<file path="config.mk">
export PLATFORM = sky130hd
export DESIGN_NAME = prime_filter_stream
export DESIGN_NICKNAME = d
export VERILOG_FILES = /design/src/rtl/pfs_pkg.sv /design/src/rtl/pfs_front.sv /design/src/rtl/pfs_queue.sv /design/src/rtl/pfs_back.sv /design/src/rtl/prime_filter_stream.sv
export SDC_FILE = /design/constraint.sdc
export NUM_CORES = 1
export LEC_CHECK = 0
export BUFFER_PORTS_ARGS = -buffer_cell sky130_fd_sc_hd__buf_2
export CORE_MARGIN = 5
export CORE_UTILIZATION = 60
export DETAILED_ROUTE_END_ITERATION = 16
export PLACE_DENSITY = 0.9
export SLEW_MARGIN = 30
export SYNTH_ARGS = -nofsm -noshare
export SYNTH_HDL_FRONTEND = slang
export SYNTH_HIERARCHICAL = 1
export SYNTH_SLANG_ARGS = --single-unit
</file>
<file path="constraint.sdc">
create_clock -name clk -period 18.95 [get_ports clk]
set_input_delay 0.9475 -clock clk [delete_from_list [all_inputs] [get_ports clk]]
set_output_delay 0.9475 -clock clk [all_outputs]
set_load 0.01 [all_outputs]
</file>
<file path="src/rtl/pfs_pkg.sv">
`timescale 1ns / 1ps

package pfs_pkg;

  // Fixed field widths at the ports
  localparam int IN_BITS    = 16;
  localparam int COUNT_BITS = 8;

  // Defaults for the top-level parameters
  localparam int DEF_VALUE_BITS = 16;
  localparam int DEF_MAX_LENGTH = 128;

  // Entries in the queue between front and back
  localparam int QUEUE_DEPTH = 2;

  // Verdict of the front end on an incoming value
  typedef enum logic [1:0] {
    CLS_NOT_PRIME = 2'd0,  // 0, 1 or even above 2
    CLS_PRIME     = 2'd1,  // 2, 3, 5 or 7
    CLS_TEST      = 2'd2   // odd and at least 9: needs trial division
  } cls_t;

  typedef struct packed {
    logic [IN_BITS-1:0] value;
    logic               last;
    cls_t               cls;
  } entry_t;

endpackage

</file>
<file path="src/rtl/pfs_front.sv">
`timescale 1ns / 1ps

module pfs_front #(
  parameter int VALUE_BITS = pfs_pkg::DEF_VALUE_BITS
) (
  input  logic                         in_valid,
  input  logic [pfs_pkg::IN_BITS-1:0]  in_value,
  input  logic                         in_last,
  output logic                         in_stall,
  input  logic                         q_full,
  output logic                         q_push,
  output pfs_pkg::entry_t              q_entry
);
  import pfs_pkg::*;

  localparam int VW = (VALUE_BITS < IN_BITS) ? VALUE_BITS : IN_BITS;

  logic [IN_BITS-1:0] masked;

  assign masked   = IN_BITS'(in_value[VW-1:0]);
  assign in_stall = q_full;
  assign q_push   = in_valid && !q_full;

  always_comb begin
    q_entry.value = masked;
    q_entry.last  = in_last;
    priority if (masked < IN_BITS'(2)) begin
      q_entry.cls = CLS_NOT_PRIME;
    end else if (masked == IN_BITS'(2)) begin
      q_entry.cls = CLS_PRIME;
    end else if (!masked[0]) begin
      q_entry.cls = CLS_NOT_PRIME;
    end else if (masked < IN_BITS'(9)) begin
      q_entry.cls = CLS_PRIME;
    end else begin
      q_entry.cls = CLS_TEST;
    end
  end

endmodule

</file>
<file path="src/rtl/pfs_queue.sv">
`timescale 1ns / 1ps

module pfs_queue (
  input  logic            clk,
  input  logic            rst_n,
  input  logic            push,
  input  pfs_pkg::entry_t push_entry,
  output logic            full,
  input  logic            pop,
  output logic            pop_valid,
  output pfs_pkg::entry_t pop_entry
);
  import pfs_pkg::*;

  localparam int PTRW = (QUEUE_DEPTH > 1) ? $clog2(QUEUE_DEPTH) : 1;
  localparam int CNTW = $clog2(QUEUE_DEPTH + 1);

  entry_t            mem [QUEUE_DEPTH];
  logic [PTRW-1:0]   wr_ptr_r, rd_ptr_r;
  logic [CNTW-1:0]   fill_r;
  logic              do_push, do_pop;

  assign full      = (fill_r == CNTW'(QUEUE_DEPTH));
  assign pop_valid = (fill_r != '0);
  assign pop_entry = mem[rd_ptr_r];
  assign do_push   = push && !full;
  assign do_pop    = pop && pop_valid;

  function automatic logic [PTRW-1:0] wrap_inc(logic [PTRW-1:0] p);
    if (p == PTRW'(QUEUE_DEPTH - 1)) return '0;
    return p + 1'b1;
  endfunction

  always_ff @(posedge clk) begin
    if (do_push) begin
      mem[wr_ptr_r] <= push_entry;
    end
  end

  always_ff @(posedge clk) begin
    if (!rst_n) begin
      wr_ptr_r <= '0;
      rd_ptr_r <= '0;
      fill_r   <= '0;
    end else begin
      if (do_push) wr_ptr_r <= wrap_inc(wr_ptr_r);
      if (do_pop)  rd_ptr_r <= wrap_inc(rd_ptr_r);
      if (do_push && !do_pop) begin
        fill_r <= fill_r + 1'b1;
      end else if (do_pop && !do_push) begin
        fill_r <= fill_r - 1'b1;
      end
    end
  end

endmodule

</file>
<file path="src/rtl/pfs_back.sv">
`timescale 1ns / 1ps

module pfs_back #(
  parameter int VALUE_BITS = pfs_pkg::DEF_VALUE_BITS,
  parameter int MAX_LENGTH = pfs_pkg::DEF_MAX_LENGTH
) (
  input  logic                           clk,
  input  logic                           rst_n,
  input  logic                           q_valid,
  input  pfs_pkg::entry_t                q_entry,
  output logic                           q_pop,
  output logic                           out_valid,
  output logic [pfs_pkg::IN_BITS-1:0]    out_prime_value,
  output logic                           out_is_end,
  output logic [pfs_pkg::COUNT_BITS-1:0] out_prime_count,
  input  logic                           out_stall
);
  import pfs_pkg::*;

  localparam int VW    = (VALUE_BITS < IN_BITS) ? VALUE_BITS : IN_BITS;
  localparam int CHUNK = 8;                        // dividend bits per cycle
  localparam int STEPS = (VW + CHUNK - 1) / CHUNK;
  localparam int PW    = STEPS * CHUNK;
  localparam int HW    = (VW + 1) / 2;
  localparam int DW    = HW + 1;                   // divisor and remainder
  localparam int SW    = VW + 2;                   // divisor squared
  localparam int CKW   = (STEPS > 1) ? $clog2(STEPS) : 1;
  localparam int CW    = $clog2(MAX_LENGTH + 1);

  typedef enum logic [1:0] {
    ST_IDLE,
    ST_DIV,
    ST_PRIME,
    ST_END
  } state_t;

  state_t                  state_r;
  logic [VW-1:0]           val_r;
  logic [IN_BITS-1:0]      val16_r;
  logic                    last_r;
  logic [DW-1:0]           d_r, d_nxt;
  logic [SW-1:0]           sq_r, sq_nxt;
  logic [DW-1:0]           rem_r, rem_nxt;
  logic [CKW-1:0]          chunk_r;
  logic [CW-1:0]           count_r, count_nxt;
  logic                    out_valid_r, out_valid_nxt;
  logic [IN_BITS-1:0]      out_prime_value_r;
  logic                    out_is_end_r;
  logic [COUNT_BITS-1:0]   out_prime_count_r;

  logic [PW-1:0]           padded;
  logic [CHUNK-1:0]        chunk;
  logic                    last_chunk;
  logic                    out_free;

  function automatic logic [COUNT_BITS-1:0] low_count(logic [CW-1:0] c);
    logic [CW+COUNT_BITS-1:0] w;
    w = {{COUNT_BITS{1'b0}}, c};
    return w[COUNT_BITS-1:0];
  endfunction

  assign padded     = PW'(val_r);
  assign last_chunk = (chunk_r == CKW'(STEPS - 1));
  assign out_free   = !out_valid_r || !out_stall;
  assign q_pop      = (state_r == ST_IDLE) && q_valid;

  // set on a load, held while stalled, dropped once taken
  assign out_valid_nxt = (out_free && (state_r == ST_PRIME || state_r == ST_END)) ||
                         (out_valid_r && out_stall);

  // most significant chunk first
  always_comb begin
    chunk = '0;
    for (int k = 0; k < STEPS; k++) begin
      if (chunk_r == CKW'(STEPS - 1 - k)) chunk = padded[k*CHUNK +: CHUNK];
    end
  end

  // restoring remainder, one dividend chunk per cycle
  always_comb begin
    logic [DW:0]   t;
    logic [DW-1:0] r;
    r = rem_r;
    for (int i = CHUNK - 1; i >= 0; i--) begin
      t = {r, chunk[i]};
      if (t >= {1'b0, d_r}) t = t - {1'b0, d_r};
      r = t[DW-1:0];
    end
    rem_nxt = r;
  end

  // (d+1)^2 = d^2 + 2d + 1
  assign d_nxt  = d_r + 1'b1;
  assign sq_nxt = sq_r + SW'({d_r, 1'b1});

  assign count_nxt = (count_r < CW'(MAX_LENGTH)) ? count_r + 1'b1 : count_r;

  always_ff @(posedge clk) begin
    if (!rst_n) begin
      state_r     <= ST_IDLE;
      count_r     <= '0;
      out_valid_r <= 1'b0;
    end else begin
      out_valid_r <= out_valid_nxt;
      unique case (state_r)
        ST_IDLE: begin
          if (q_valid) begin
            val16_r <= q_entry.value;
            val_r   <= q_entry.value[VW-1:0];
            last_r  <= q_entry.last;
            d_r     <= DW'(3);
            sq_r    <= SW'(9);
            rem_r   <= '0;
            chunk_r <= '0;
            unique case (q_entry.cls)
              CLS_NOT_PRIME: state_r <= q_entry.last ? ST_END : ST_IDLE;
              CLS_PRIME:     state_r <= ST_PRIME;
              CLS_TEST:      state_r <= ST_DIV;
              default:       state_r <= ST_IDLE;
            endcase
          end
        end
        ST_DIV: begin
          if (last_chunk) begin
            rem_r   <= '0;
            chunk_r <= '0;
            d_r     <= d_nxt;
            sq_r    <= sq_nxt;
            if (rem_nxt == '0) begin
              state_r <= last_r ? ST_END : ST_IDLE;
            end else if (sq_nxt > SW'(val_r)) begin
              state_r <= ST_PRIME;
            end
          end else begin
            rem_r   <= rem_nxt;
            chunk_r <= chunk_r + 1'b1;
          end
        end
        ST_PRIME: begin
          if (out_free) begin
            out_prime_value_r <= val16_r;
            out_is_end_r      <= 1'b0;
            out_prime_count_r <= low_count(count_nxt);
            count_r           <= count_nxt;
            state_r           <= last_r ? ST_END : ST_IDLE;
          end
        end
        ST_END: begin
          if (out_free) begin
            out_prime_value_r <= '0;
            out_is_end_r      <= 1'b1;
            out_prime_count_r <= low_count(count_r);
            count_r           <= '0;
            state_r           <= ST_IDLE;
          end
        end
        default: state_r <= ST_IDLE;
      endcase
    end
  end

  assign out_valid       = out_valid_r;
  assign out_prime_value = out_prime_value_r;
  assign out_is_end      = out_is_end_r;
  assign out_prime_count = out_prime_count_r;

endmodule

</file>
<file path="src/rtl/prime_filter_stream.sv">
`timescale 1ns / 1ps
// Channel  Ports                                       Direction
// in       in_valid, in_value, in_last / in_stall      request in
// out      out_valid, out_prime_value, out_is_end,
//          out_prime_count / out_stall                 request out
//
// Work: values settled by the front end (0, 1, even, 2..7) need no division in
// the back end. Odd values from 9 up run trial division in the back end, one
// divisor at a time, divisors 3.. while d*d <= value, in an 8-bit-per-cycle
// remainder unit.
// Reset: synchronous, active low; clears the queue, sequencer, count, out_valid.
// Stalls: a two-entry queue keeps taking requests while the back end is busy or
// out_stall holds a finished result in the output register.

module prime_filter_stream #(
  parameter int VALUE_BITS = pfs_pkg::DEF_VALUE_BITS,
  parameter int MAX_LENGTH = pfs_pkg::DEF_MAX_LENGTH
) (
  input  logic                           clk,
  input  logic                           rst_n,
  input  logic                           in_valid,
  input  logic [pfs_pkg::IN_BITS-1:0]    in_value,
  input  logic                           in_last,
  output logic                           in_stall,
  output logic                           out_valid,
  output logic [pfs_pkg::IN_BITS-1:0]    out_prime_value,
  output logic                           out_is_end,
  output logic [pfs_pkg::COUNT_BITS-1:0] out_prime_count,
  input  logic                           out_stall
);
  import pfs_pkg::*;

  // front -> queue
  logic   q_push, q_full;
  entry_t push_entry;
  // queue -> back
  logic   q_valid, q_pop;
  entry_t pop_entry;

  // Front end: masks to VALUE_BITS and sorts out trivial cases.
  pfs_front #(
    .VALUE_BITS (VALUE_BITS)
  ) u_front (
    .in_valid (in_valid),
    .in_value (in_value),
    .in_last  (in_last),
    .in_stall (in_stall),
    .q_full   (q_full),
    .q_push   (q_push),
    .q_entry  (push_entry)
  );

  // Decouples acceptance from the long trial-division runs.
  pfs_queue u_queue (
    .clk        (clk),
    .rst_n      (rst_n),
    .push       (q_push),
    .push_entry (push_entry),
    .full       (q_full),
    .pop        (q_pop),
    .pop_valid  (q_valid),
    .pop_entry  (pop_entry)
  );

  // Back end: trial division, running count, output register.
  pfs_back #(
    .VALUE_BITS (VALUE_BITS),
    .MAX_LENGTH (MAX_LENGTH)
  ) u_back (
    .clk             (clk),
    .rst_n           (rst_n),
    .q_valid         (q_valid),
    .q_entry         (pop_entry),
    .q_pop           (q_pop),
    .out_valid       (out_valid),
    .out_prime_value (out_prime_value),
    .out_is_end      (out_is_end),
    .out_prime_count (out_prime_count),
    .out_stall       (out_stall)
  );

endmodule

</file>
## After elaboration in Yosys (flattened, before gate mapping)

Memories as Yosys holds them, arrays and structs flattened. A register that Yosys moved wholly into a read port is not among the register bits.
Index checks and enable logic that the tools add are counted.

- Register bits: 94
- RAM bits: 38
- Output and inout bits: 27
- Memories kept: 1

- Add/subtract/negate cells: 16
- Order comparisons: 12
- Equal/unequal tests: 12
- Multiplexer cells: 63
- Reduce and logical (&&, ||, !) cells: 29

Memory list:

| name | words | width | read ports | clocked after memory_dff | wr ports | RTL line | source |
|---|---|---|---|---|---|---|---|
| u_queue.mem | 2 | 19 | 1 | 1 | 1 | pfs_queue.sv:18 | `entry_t mem [QUEUE_DEPTH];` |

Operators by type and width:

| cell | count |
|---|---|
| $mux 9 | 12 |
| $ge 10x9->1 | 8 |
| $sub 9x9->9 | 8 |
| $mux 8 | 5 |
| $mux 18 | 2 |
| $pmux 18 s2 | 1 |
| $pmux 9 s2 | 2 |
| $mux 16 | 2 |
| $pmux 16 s2 | 1 |
| $pmux 8 s2 | 2 |
| $mux 2 | 14 |
| $add 18x10->18 | 1 |
| $gt 18x16->1 | 1 |
| $mux 1 | 18 |
| $eq 16x2->1 const B | 1 |
| $lt 16x2->1 const B | 1 |
| $lt 16x4->1 const B | 1 |
| $add 9x1->9 const B | 1 |
| $logic_not 9->1 | 1 |
| $reduce_and 3->1 | 3 |
| $add 8x1->8 const B | 1 |
| $eq 2x2->1 const B | 4 |
| $logic_and 1x1->1 | 8 |
| $lt 8x8->1 const B | 1 |
| 15 further kinds | 33 |

## Logic depth before layout (Yosys ltp)

- Word-level depth: 21
- Mapped depth: 85

## Cells and area by module

Netlist, hierarchy kept.

By module, submodules not included:

| module | times used | cells each | area each (um^2) | seq. area each (um^2) |
|---|---|---|---|---|
| pfs_back | 1 | 950 | 8,788.4 | 2,592.5 |
| pfs_queue | 1 | 84 | 1,604.0 | 1,241.2 |
| pfs_front | 1 | 27 | 188.9 | 0.0 |

## Worst setup path before layout

No wires, ideal clock.

- Path type: register to register
- Start: reg u_back.chunk_r
- End: reg u_back.state_r[1]
- Library setup time: 0.140 ns
- Data arrival time: 17.410 ns
- Data required time: 18.810 ns
- Slack: 1.400 ns
- Stages on the path, launching flop included: 78
- Path buffers: 5
- Path through: edfxtp_1 -> clkbuf_1 -> mux2i_1 -> ha_1 -> inv_1 -> fa_1 -> nand3_1 -> and3_1 -> o211a_4 -> mux2_2 -> fa_1 -> nand2b_1 -> a21oi_1 -> o211ai_1 -> o2111ai_1 -> buf_2 -> mux2_2 -> ha_1 -> [... 42 more ...] -> a21o_1 -> a221oi_1 -> nand2b_1 -> nand3_1 -> a221oi_4 -> nand2_1 -> a21boi_0 -> ha_1 -> a21o_1 -> a21o_1 -> xor2_1 -> or4b_2 -> or4_1 -> nor3_1 -> inv_1 -> or3_1 -> o311ai_0 -> a32oi_1

- Longest elaborated chain between the ends: 21
- Elaborated cells between the ends (all ways): 32
- Classes of those cells: 8 x add/sub; 8 x order compare; 2 x eq/ne; 12 x mux; 2 x reduce/logical

RTL lines:

| what | RTL line | source |
|---|---|---|
| from (decl) | pfs_back.sv:44 | `logic [CKW-1:0] chunk_r;` |
| from (signal assigned) | pfs_back.sv:136 | `chunk_r <= chunk_r + 1'b1;` |
| $mux 8 | pfs_back.sv:75 | `if (chunk_r == CKW'(STEPS - 1 - k)) chunk = padded[k*CHUNK +: CHUNK];` |
| $sub 9x9->9 or $ge 10x9->1 (tied branches) | pfs_back.sv:86 | `if (t >= {1'b0, d_r}) t = t - {1'b0, d_r};` |
| $mux 9 | pfs_back.sv:86 |  |
| $sub 9x9->9 or $ge 10x9->1 (tied branches) | pfs_back.sv:86 |  |
| $mux 9 | pfs_back.sv:86 |  |
| $sub 9x9->9 or $ge 10x9->1 (tied branches) | pfs_back.sv:86 |  |
| $mux 9 | pfs_back.sv:86 |  |
| $sub 9x9->9 or $ge 10x9->1 (tied branches) | pfs_back.sv:86 |  |
| [... 5 more ...] | -- |  |
| $sub 9x9->9 or $ge 10x9->1 (tied branches) | pfs_back.sv:86 |  |
| $mux 9 | pfs_back.sv:86 |  |
| $sub 9x9->9 or $ge 10x9->1 (tied branches) | pfs_back.sv:86 |  |
| $mux 9 | pfs_back.sv:86 |  |
| $logic_not 9->1 | pfs_back.sv:129 | `if (rem_nxt == '0) begin` |
| $mux 2 | pfs_back.sv:129 |  |
| $mux 2 | pfs_back.sv:124 | `if (last_chunk) begin` |
| $pmux 2 s4 | pfs_back.sv:105 | `unique case (state_r)` |
| to (signal assigned) | pfs_back.sv:116 | `CLS_NOT_PRIME: state_r <= q_entry.last ? ST_END : ST_IDLE;` |
| to (signal assigned) | pfs_back.sv:130 | `state_r <= last_r ? ST_END : ST_IDLE;` |
| to (signal assigned) | pfs_back.sv:145 | `state_r <= last_r ? ST_END : ST_IDLE;` |
| to (decl) | pfs_back.sv:37 | `state_t state_r;` |

Several ways; a longest one is shown, not always the timed one. The select of a mux whose other input is x is not followed.
A chain may end at the register's enable or synchronous reset.

## Worst setup path after layout

Same ends and word-level chain as after synthesis.

==> flow_summary.toml <==
[synth]
seq_area_frac_synth = 0.362
yosys_most_used_dff = "sky130_fd_sc_hd__edfxtp_1"
synth.avg_cell_area_um2 = 9.97
yosysTopAreaCellShare = 0.332
synthesis.instances = 1061
synth_enable_flop_cells = 117
synthesis.area_um2 = 10600
synth-seq-cells = 133
yosys_warnings = 6
ys_top_cells_by_area = "sky130_fd_sc_hd__edfxtp_1 (33%), sky130_fd_sc_hd__ha_1 (12%), sky130_fd_sc_hd__mux2_2 (4.2%)"
async_set_or_reset_flop_fraction_in_the_synthesized_netlist = 0
ys_types = 84
synth_area_leader_cell = "sky130_fd_sc_hd__edfxtp_1"
mappedNetlistNets = 1191

[worst_hold_path]
holdCritPathClass = "reg -> reg"
hp-start = "u_queue/fill_r[1]"
min_to = "u_queue/fill_r[1]"
worst_hold_path.num_cells = 2

[cells_and_area]
layout_cells_sized_above_1 = 0.167
area_added_between_synthesis_and_finish_pct = 10.6
final_common_cell = "sky130_fd_sc_hd__edfxtp_1"
num_antenna_cells = 0
most-common-layout-cells = "sky130_fd_sc_hd__edfxtp_1 (117), sky130_fd_sc_hd__ha_1 (100), sky130_fd_sc_hd__nor2_1 (79)"
num-nets-final = 1243
postLayoutCellArea_um2 = 11700

[global_routing]
grt_util_met1 = 0.356
antenna_violations_before_repair = 0
grt_max_degree = 28
grt-ovfl-total = 0
grt.total_usage = 0.272
first_pass_grt_wire_length_mm = 44.2
number_of_global_route_vias_before_repair = 8601
use_met2 = 0.453
global_route.peak_usage_layer = "met2"
globalRouteMet3Util = 0.0378

[job]
drv_cap = 0

[die]
rows = 48
die_span_x_um = 143
floorplan.io_pins = 48
die_outline_height_um = 143
initial_core_utilization = 0.612
floorplan.die_area_um2 = 20400
fp.coreArea_um2 = 17300

[timing]
fmax_mhz = 55.1
slew-limit-headroom = 0.421
finalSetupTns_ns = 0
final_max_slew_viol_count = 0
postLayoutSetupSlackWorst_ns = 0.816
timing.final.hold_violations = 0
layout_worst_path_cycle_share = 0.957
tightestPinTransition_ns = 0.868
fin_worst_skew_ns = 0.00826
finalWorstPathRequiredPeriod_ns = 18.13
final-setup-viol-count = 0
worst_hold_slack_ns = 0.540

[drt]
routed_via_density = 6.58
number_of_drc_violations_after_detailed_routing_iteration_0 = 981
wl_mm = 28.0
via_count = 8896
postRouteAntennaNets = 0
route.detailed.drc = 0
post_drt_wl_per_cell_um = 20.7
drt_pre_antenna_iters = 6

[worst_setup_path]
cpPeakStageDelay_ns = 0.65
worst_setup_ep_type = "flop"
path_common_cell = "sky130_fd_sc_hd__ha_1"
timing.reg2reg.setup_slack_ns = 0.82
cp_data_required_time_ns = 19.21
critPathKind = "reg -> reg"
rr_worst_depth = 74
critical_path.max_fanout = 13
critPathSlowestCell = "sky130_fd_sc_hd__or4b_2"
r2r_start = "u_back/chunk_r"
timing.critical_path.arrival_ns = 18.40
worstReg2RegEnd = "u_back/state_r[1]"
crit_path_start_kind = "flop"

[place]
gp_congestion = 0.985
pre_cts_slack_ns = -0.168
placement.cell_area_um2 = 11000
port_buffers = 47
post-dp-hpwl_mm = 19.6

[clock_tree]
clk_root_buffer_cell = "sky130_fd_sc_hd__clkbuf_16"
clk_pin_slew_ns = 0.06
tritoncts_num_sinks = 133
cts_tree = "done"
cts-htree-levels = 4
cts_hold_buffers = 0
clockBufferDepth = 2
numCtsBuffers = 17
clk-insertion-delay-late_ns = 0.41

[run_status]
result_of_the_run = "finished, final reports clean"
[stage by stage]
| step | cells | utilization |
|---|---|---|
| after floorplan | 1061 | - |
| after global placement | 1311 | 0.636 |
| after detailed placement | 1311 | 0.636 |
| after CTS | 1343 | 0.668 |
| after global routing | 1351 | 0.677 |
| final | 1351 | 0.677 |
[state kept, by name (all words and copies together), names as in the netlist, named ones only]
register / cells
u_back/d_r: 9
u_back/rem_r: 9
u_queue/mem: 38
u_back/out_is_end: 1
u_back/out_prime_count: 8
u_back/out_prime_value: 16
u_back/state_r: 2
u_queue/wr_ptr_r: 1
u_queue/rd_ptr_r: 1
u_back/out_valid: 1
u_back/last_r: 1
u_back/val16_r: 16
u_back/sq_r: 18
u_back/chunk_r: 1
u_back/count_r: 8
u_queue/fill_r: 2
[layer usage]
layer	up-vias	wire length, um
met4	0	1450
met5	-	0
met3	120	2220
li1	4037	-
met1	4191	10900
met2	548	13400
[critical path: cells and delay by family (launching register included)]
kind	cells	cell delay [ns]
AOI/OAI and AO/OA	35	7.87
and+or+nand+nor	19	3.89
adders and majority gates	9	3.18
muxes	6	1.92
buffers and inverters	4	0.51
DFF	1	0.41
xor gates and xnor gates	1	0.15
[cell usage after synthesis, types with 5 or more instances]
cell	n
sky130_fd_sc_hd__edfxtp_1	117
sky130_fd_sc_hd__ha_1	100
sky130_fd_sc_hd__nor2_1	79
sky130_fd_sc_hd__a21oi_1	69
sky130_fd_sc_hd__nand2_1	64
sky130_fd_sc_hd__inv_1	63
sky130_fd_sc_hd__xnor2_1	43
sky130_fd_sc_hd__a21o_1	39
sky130_fd_sc_hd__mux2_2	39
sky130_fd_sc_hd__o21ai_0	38
sky130_fd_sc_hd__xor2_1	37
sky130_fd_sc_hd__and2_1	30
sky130_fd_sc_hd__mux2i_1	30
sky130_fd_sc_hd__nor2b_1	22
sky130_fd_sc_hd__buf_4	21
sky130_fd_sc_hd__nand3_1	21
sky130_fd_sc_hd__nand4_1	20
sky130_fd_sc_hd__nor3_1	19
sky130_fd_sc_hd__dfxtp_1	16
sky130_fd_sc_hd__nand2b_1	12
sky130_fd_sc_hd__clkbuf_1	11
sky130_fd_sc_hd__fa_1	9
sky130_fd_sc_hd__o21bai_1	9
sky130_fd_sc_hd__and3_1	8
sky130_fd_sc_hd__a21boi_0	7
sky130_fd_sc_hd__a31oi_1	7
sky130_fd_sc_hd__and4_1	7
sky130_fd_sc_hd__o2111ai_1	7
sky130_fd_sc_hd__o31ai_1	7
sky130_fd_sc_hd__a221oi_1	6
sky130_fd_sc_hd__or3_1	6
sky130_fd_sc_hd__buf_2	5
sky130_fd_sc_hd__o211ai_1	5
sky130_fd_sc_hd__o21a_1	5
[repair_timing]
action	CTS	global route
resized for setup	4	25
pin swaps	0	4
endpoints found under the hold margin	0	0
endpoints found under the setup margin	2	11
buffers inserted	0	8
[worst max-delay path by stage]
| stage | from | end | slack [ns] | depth (start not counted) |
|---|---|---|---|---|
| 6_report | u_back/chunk_r | u_back/state_r[1] | 0.82 | 74 |
| 5_1_grt | u_back/chunk_r | u_back/state_r[1] | -0.10 | 74 |
| 4_1_cts | u_back/chunk_r | u_back/state_r[1] | 0.02 | 74 |
| 3_5_place_dp | u_back/chunk_r | u_back/state_r[1] | -0.17 | 74 |
| 3_3_place_gp | u_back/chunk_r | u_back/state_r[1] | 0.58 | 74 |
| 2_1_floorplan | u_back/chunk_r | u_back/state_r[1] | 1.40 | 77 |
[kinds of logic (layout without fill, tap and decap cells)]
group	after synthesis	count (layout)	synth area share
AND/OR/NAND/NOR	316	316	0.156
AO/OA/AOI/OAI	252	252	0.166
buffers and inverters	102	167	0.0442
multiplexers	69	69	0.0699
XOR/XNOR	80	80	0.0662
adder cells (fa/ha/maj)	109	109	0.135
flip-flops	133	133	0.362
[cell type report]
class                           count  area, um^2
Clock buffer                       18         429
Clock inverter                     14         104
Fill cell                        1212        5590
Inverter                           64         240
Multi-Input combinational cell    826        6400
Sequential cell                   133        3830
Tap cell                          225         282
Timing Repair Buffer               71         419
Power is left out: the tool's default activity adds up to more than one toggle a clock period on the data nets, which glitch-free logic cannot reach.
